## config.mk

```make
export PLATFORM = sky130hd
export DESIGN_NAME = ervr_cordic_cell
export DESIGN_NICKNAME = d
export VERILOG_FILES = /design/src/ervr_pkg.sv /design/src/ervr_cordic_cell.sv
export SDC_FILE = /design/constraint.sdc
export NUM_CORES = 2
export LEC_CHECK = 0
export BUFFER_PORTS_ARGS = -buffer_cell sky130_fd_sc_hd__buf_2
export CAP_MARGIN = 20
export CORE_ASPECT_RATIO = 0.6
export CORE_MARGIN = 1.5
export CORE_UTILIZATION = 35
export DETAILED_ROUTE_END_ITERATION = 8
export PLACE_DENSITY = 0.56
export SLEW_MARGIN = 25
export SYNTH_ARGS = -nofsm -noshare
export SYNTH_HDL_FRONTEND = slang
export SYNTH_SLANG_ARGS = --single-unit
```

## constraint.sdc

```tcl
create_clock -name i_clk -period 10.6 [get_ports i_clk]
set_clock_uncertainty 0.1 [all_clocks]
set_input_delay 1.06 -clock i_clk [delete_from_list [all_inputs] [get_ports i_clk]]
set_output_delay 1.06 -clock i_clk [all_outputs]
set_load 0.01 [all_outputs]
```

## src/ervr_pkg.sv

```systemverilog
// ----------------------------------------------------------------------------
// ervr_pkg
// Shared types, widths and trig tables for the euler xyz vector rotator.
// ----------------------------------------------------------------------------
package ervr_pkg;

    localparam int VEC_W        = 32;
    localparam int ANGLE_W      = 16;
    localparam int ANGLE_BITS   = 16;
    localparam int TRIG_FRAC    = 30;
    localparam int CORDIC_STEPS = 30;
    localparam int STEP_W       = $clog2(CORDIC_STEPS);
    localparam int TRIG_W       = 34;
    localparam int PROD_W       = VEC_W + TRIG_W;
    localparam int SUM_W        = PROD_W + 1;

    localparam logic signed [TRIG_W-1:0] GAIN_INV = TRIG_W'(652032874);

    localparam logic [1:0] QUAD_0 = 2'd0;
    localparam logic [1:0] QUAD_1 = 2'd1;
    localparam logic [1:0] QUAD_2 = 2'd2;
    localparam logic [1:0] QUAD_3 = 2'd3;

    localparam logic [1:0] AXIS_X = 2'd0;
    localparam logic [1:0] AXIS_Y = 2'd1;
    localparam logic [1:0] AXIS_Z = 2'd2;

    typedef logic signed [VEC_W-1:0]  t_comp;
    typedef logic signed [TRIG_W-1:0] t_trig_word;

    typedef struct packed {
        t_trig_word x;
        t_trig_word y;
        t_trig_word z;
    } t_cordic;

    typedef struct packed {
        t_trig_word c;
        t_trig_word s;
    } t_cs;

    typedef struct packed {
        t_comp [2:0]      v;
        logic [2:0][1:0]  quad;
        logic [2:0]       nz;
    } t_item;

    function automatic t_trig_word atan_turn(input logic [STEP_W-1:0] i);
        t_trig_word r;
        case (i)
            5'd0:  r = TRIG_W'(32'h20000000);
            5'd1:  r = TRIG_W'(32'h12E4051E);
            5'd2:  r = TRIG_W'(32'h09FB385B);
            5'd3:  r = TRIG_W'(32'h051111D4);
            5'd4:  r = TRIG_W'(32'h028B0D43);
            5'd5:  r = TRIG_W'(32'h0145D7E1);
            5'd6:  r = TRIG_W'(32'h00A2F61E);
            5'd7:  r = TRIG_W'(32'h00517C55);
            5'd8:  r = TRIG_W'(32'h0028BE53);
            5'd9:  r = TRIG_W'(32'h00145F2F);
            5'd10: r = TRIG_W'(32'h000A2F98);
            5'd11: r = TRIG_W'(32'h000517CC);
            5'd12: r = TRIG_W'(32'h00028BE6);
            5'd13: r = TRIG_W'(32'h000145F3);
            5'd14: r = TRIG_W'(32'h0000A2F9);
            5'd15: r = TRIG_W'(32'h0000517D);
            5'd16: r = TRIG_W'(32'h000028BE);
            5'd17: r = TRIG_W'(32'h0000145F);
            5'd18: r = TRIG_W'(32'h00000A30);
            5'd19: r = TRIG_W'(32'h00000518);
            5'd20: r = TRIG_W'(32'h0000028C);
            5'd21: r = TRIG_W'(32'h00000146);
            5'd22: r = TRIG_W'(32'h000000A3);
            5'd23: r = TRIG_W'(32'h00000051);
            5'd24: r = TRIG_W'(32'h00000029);
            5'd25: r = TRIG_W'(32'h00000014);
            5'd26: r = TRIG_W'(32'h0000000A);
            5'd27: r = TRIG_W'(32'h00000005);
            5'd28: r = TRIG_W'(32'h00000003);
            5'd29: r = TRIG_W'(32'h00000001);
            default: r = '0;
        endcase
        return r;
    endfunction

    // first and second component of the pair turned about an axis
    function automatic logic [1:0] pair_p(input logic [1:0] axis);
        logic [1:0] r;
        case (axis)
            AXIS_X:  r = AXIS_Y;
            AXIS_Y:  r = AXIS_Z;
            default: r = AXIS_X;
        endcase
        return r;
    endfunction

    function automatic logic [1:0] pair_q(input logic [1:0] axis);
        logic [1:0] r;
        case (axis)
            AXIS_X:  r = AXIS_Z;
            AXIS_Y:  r = AXIS_X;
            default: r = AXIS_Y;
        endcase
        return r;
    endfunction

    function automatic t_comp sat32(input logic signed [SUM_W-1:0] v);
        t_comp r;
        if (v > SUM_W'(signed'(33'sh0_7FFF_FFFF))) begin
            r = {1'b0, {(VEC_W-1){1'b1}}};
        end else if (v < SUM_W'(signed'(33'sh1_8000_0000))) begin
            r = {1'b1, {(VEC_W-1){1'b0}}};
        end else begin
            r = v[VEC_W-1:0];
        end
        return r;
    endfunction

endpackage

```

## src/ervr_cordic_cell.sv

```systemverilog
// ----------------------------------------------------------------------------
// ervr_cordic_cell
// One cordic iteration for all three angles, carrying the vector along.
// ----------------------------------------------------------------------------
module ervr_cordic_cell (
    input  logic                              i_clk,
    input  logic                              i_rst_n,
    input  logic                              i_en,
    input  logic [ervr_pkg::STEP_W-1:0]       i_step,
    input  logic                              i_valid,
    input  ervr_pkg::t_item                   i_item,
    input  ervr_pkg::t_cordic [2:0]           i_cordic,
    output logic                              o_valid,
    output ervr_pkg::t_item                   o_item,
    output ervr_pkg::t_cordic [2:0]           o_cordic
);
    logic                    r_valid;
    ervr_pkg::t_item         r_item;
    ervr_pkg::t_cordic [2:0] r_cordic;
    ervr_pkg::t_cordic [2:0] n_cordic;
    ervr_pkg::t_trig_word    w_atan;

    assign w_atan = ervr_pkg::atan_turn(i_step);

    always_comb begin
        for (int k = 0; k < 3; k++) begin
            ervr_pkg::t_trig_word dx;
            ervr_pkg::t_trig_word dy;
            dx = $signed(i_cordic[k].y) >>> i_step;
            dy = $signed(i_cordic[k].x) >>> i_step;
            if (!i_cordic[k].z[ervr_pkg::TRIG_W-1]) begin
                n_cordic[k].x = i_cordic[k].x - dx;
                n_cordic[k].y = i_cordic[k].y + dy;
                n_cordic[k].z = i_cordic[k].z - w_atan;
            end else begin
                n_cordic[k].x = i_cordic[k].x + dx;
                n_cordic[k].y = i_cordic[k].y - dy;
                n_cordic[k].z = i_cordic[k].z + w_atan;
            end
        end
    end

    always_ff @(posedge i_clk) begin
        if (!i_rst_n) begin
            r_valid <= 1'b0;
        end else if (i_en) begin
            r_valid <= i_valid;
        end
        if (i_en) begin
            r_item   <= i_item;
            r_cordic <= n_cordic;
        end
    end

    assign o_valid  = r_valid;
    assign o_item   = r_item;
    assign o_cordic = r_cordic;
endmodule

```

==> metrics <==
max cap viols 0; clk buf depth 3; # clock sinks 412; Max Slew Vio Count 0; Critical Path Start Type primary input; # DRC 0; async set or reset register ratio after synthesis 0%; Area Growth Syn to Fin 14.9%; routability cong. 1.02; commonest cells after routing, fill and taps aside buf_2 (822), nor2_1 (424), a21oi_1 (420), edfxtp_1 (411), nand2_1 (351); Hold/Removal Path Class flop to flop; Final Instance Area 55300 um^2; relative slew slack 10.9%; EDFF count, synth 411; core box area 137000 um^2; largest net degree at the start of global routing 134; syn_nets 5815; cells on worst reg2reg path 2; first-pass GRT wire length 310000 um; period utilization 78.9%; worst vdd ir 122 uV; CTS resizes 0; RSZ-0062 raised after global routing false; DIE AREA 140000 um^2; Fill cells 13.7k; Hold Crit Depth 2; H-Tree Level Count 2; syn_area_per_cell 9.48 um^2; layout net count 6487; sequential area share after synthesis 25.7%; number of buffers created by CTS 46; Psw 3.42 mW; Sw Ratio 41.1%; sequential cell area 12400 um^2; DRT Pass-1 Iters 9; layout cells sized above 1 24.4%; Post-CTS Setup Repair Bufs 0; critical path class primary input to flop; vias in the first global route 42.9k; CP endpoint kind flop; WL per Instance 28.9 um; CTS root buffer clkbuf_16; most common cell after layout, fill and taps aside buf_2; Skew-Pair Late Insertion Delay 620 ps; Final min period 8370 ps; Synth Register Bits 412; status finished clean; Yosys warnings 0; Pint 4.91 mW; die width 482 um; WL final 220000 um; Post-DRT Antenna Nets 0; Top FF cell, synth edfxtp_1; initial antenna violation count 28; clock share of power 21.0%; total grt overflow 0; combinational share of power 50.0%; setup_tns 0 ps; Cell Area, Synth 48100 um^2; CTS tree done; Mapped Cells 5074; CTS Hold Bufs 0; Die Y 290 um; final hold vios 0; critical path data arrival time 8660 ps; Total GRT Usage 29.9%; Least-Margin Pin Slew 1320 ps; Initial Utilization 35.2%; Multi-input gate area 33700 um^2; static leakage 22.6 nW; power per cell area 151 nW/um^2; Max Clock Freq 119 MHz; CP required 10890 ps; crit-path max FO 88; Area after DPL 53600 um^2; Port Buffers 831; Top Ports 832; Reg power frac 29.0%; post-DP HPWL 172000 um; Finish-stage setup viols 0; Iter 0 DRT Violations 6354; clock transition at the registers of the reported paths 60 ps; Via density 6.20; via count 47.2k; Synth cell types 122; Site Rows 105
## state kept, by name (all words and copies together) (netlist names)
signal,flops
o_cordic,306
o_item,105
o_valid,1
## through the flow
| step | hold WS, ps | setup WS (ps) | util, % | total power, mW | cells |
|---|---|---|---|---|---|
| 3_5_place_dp | 424 | 1850 | 39.3 | 6.49 | 7517 |
| 6_report | 436 | 2230 | 40.5 | 8.33 | 7615 |
| 5_1_grt | 453 | 2000 | 40.5 | 8.78 | 7613 |
| 2_1_floorplan | 438 | 2910 | - | 5.07 | 5074 |
| 3_3_place_gp | 392 | 2020 | 39.3 | 6.50 | 7517 |
| 4_1_cts | 434 | 2500 | 40.5 | 8.31 | 7603 |
## cells by family after synthesis
family / count (synthesis) / synth area share, %
AO/OA/AOI/OAI: 1484 / 20.3
multiplexers: 600 / 18.5
buffers and inverters: 404 / 4.32
adder cells (fa/ha/maj): 321 / 8.49
flip-flops: 412 / 25.7
AND/OR/NAND/NOR: 1377 / 14.0
XOR/XNOR: 476 / 8.67
## final cells by class
cell class | instances | area share (%)
multi-input cells | 4258 | 61.0
flip-flops and latches | 412 | 22.4
repair buffers | 904 | 8.74
well taps | 1819 | 4.12
clock buffers | 52 | 2.12
inverters | 124 | 0.849
clock inverters | 34 | 0.743
diodes | 12 | 0.0543
## per-layer routing
| metal | GRT usage [%] | vias to the layer above | wire length, um |
|---|---|---|---|
| met1 | 44.7 | 23000 | 98900 |
| met3 | 12.8 | 303 | 31700 |
| met2 | 39.1 | 3070 | 84500 |
| met4 | 5.78 | 18 | 4480 |
| li1 | - | 20800 | - |
| met5 | 2.09 | - | 479 |
## worst max-delay path, stage by stage
cell and delay, ps:
buf_8 560, inv_2 140, buf_4 320, ha_1 380, mux2_2 320, a21oi_1 150
o22ai_1 90, nor2_1 400, ha_1 330, o2111ai_1 230, nor4_2 610, nand3b_1 330
nor2_1 220, nor2_1 80, mux2_2 290, ha_1 360, a21o_1 200, a31o_2 260
a2111oi_0 850, nor3_1 220, nor3_1 340, nor2_1 150, a211o_1 340, a21oi_1 200
xnor2_1 80
## Yosys cell counts, types with 37 or more instances
cell type	n	area [um^2]
nor3_1	87	435
clkbuf_1	117	439
and3_1	55	344
a21o_1	122	916
o21a_1	67	503
a31oi_1	80	500
edfxtp_1	411	12300
nand2b_1	70	438
xnor2_1	334	2930
a211oi_1	62	465
o21ai_0	252	1260
o21bai_1	55	413
ha_1	312	3900
nand2_1	351	1320
mux4_2	209	4710
and2_1	68	425
mux2_2	110	1240
nor2b_1	60	375
a21oi_1	420	2100
o211ai_1	44	330
inv_1	120	450
nor2_1	429	1610
xor2_1	142	1240
a22oi_1	37	278
nand3_1	88	440
o22ai_1	55	344
buf_2	65	325
mux2i_1	258	2580
## power groups by stage
stage          Sequential [mW]  Combinational [mW]  Clock (mW)
2_1_floorplan             2.63                2.44           0
3_3_place_gp              2.45                4.05           0
3_5_place_dp              2.44                4.05           0
4_1_cts                   2.42                4.08        1.81
5_1_grt                   2.45                4.46        1.87
6_report                  2.42                4.17        1.75
## worst paths after layout
check        startpoint           end  slack, ps
max reg2reg     o_valid       o_valid       9900
min             o_valid       o_valid        440
max           i_step[0]  o_cordic[32]       2230
min reg2reg     o_valid       o_valid        440
Power figures use the tool's default switching activity.
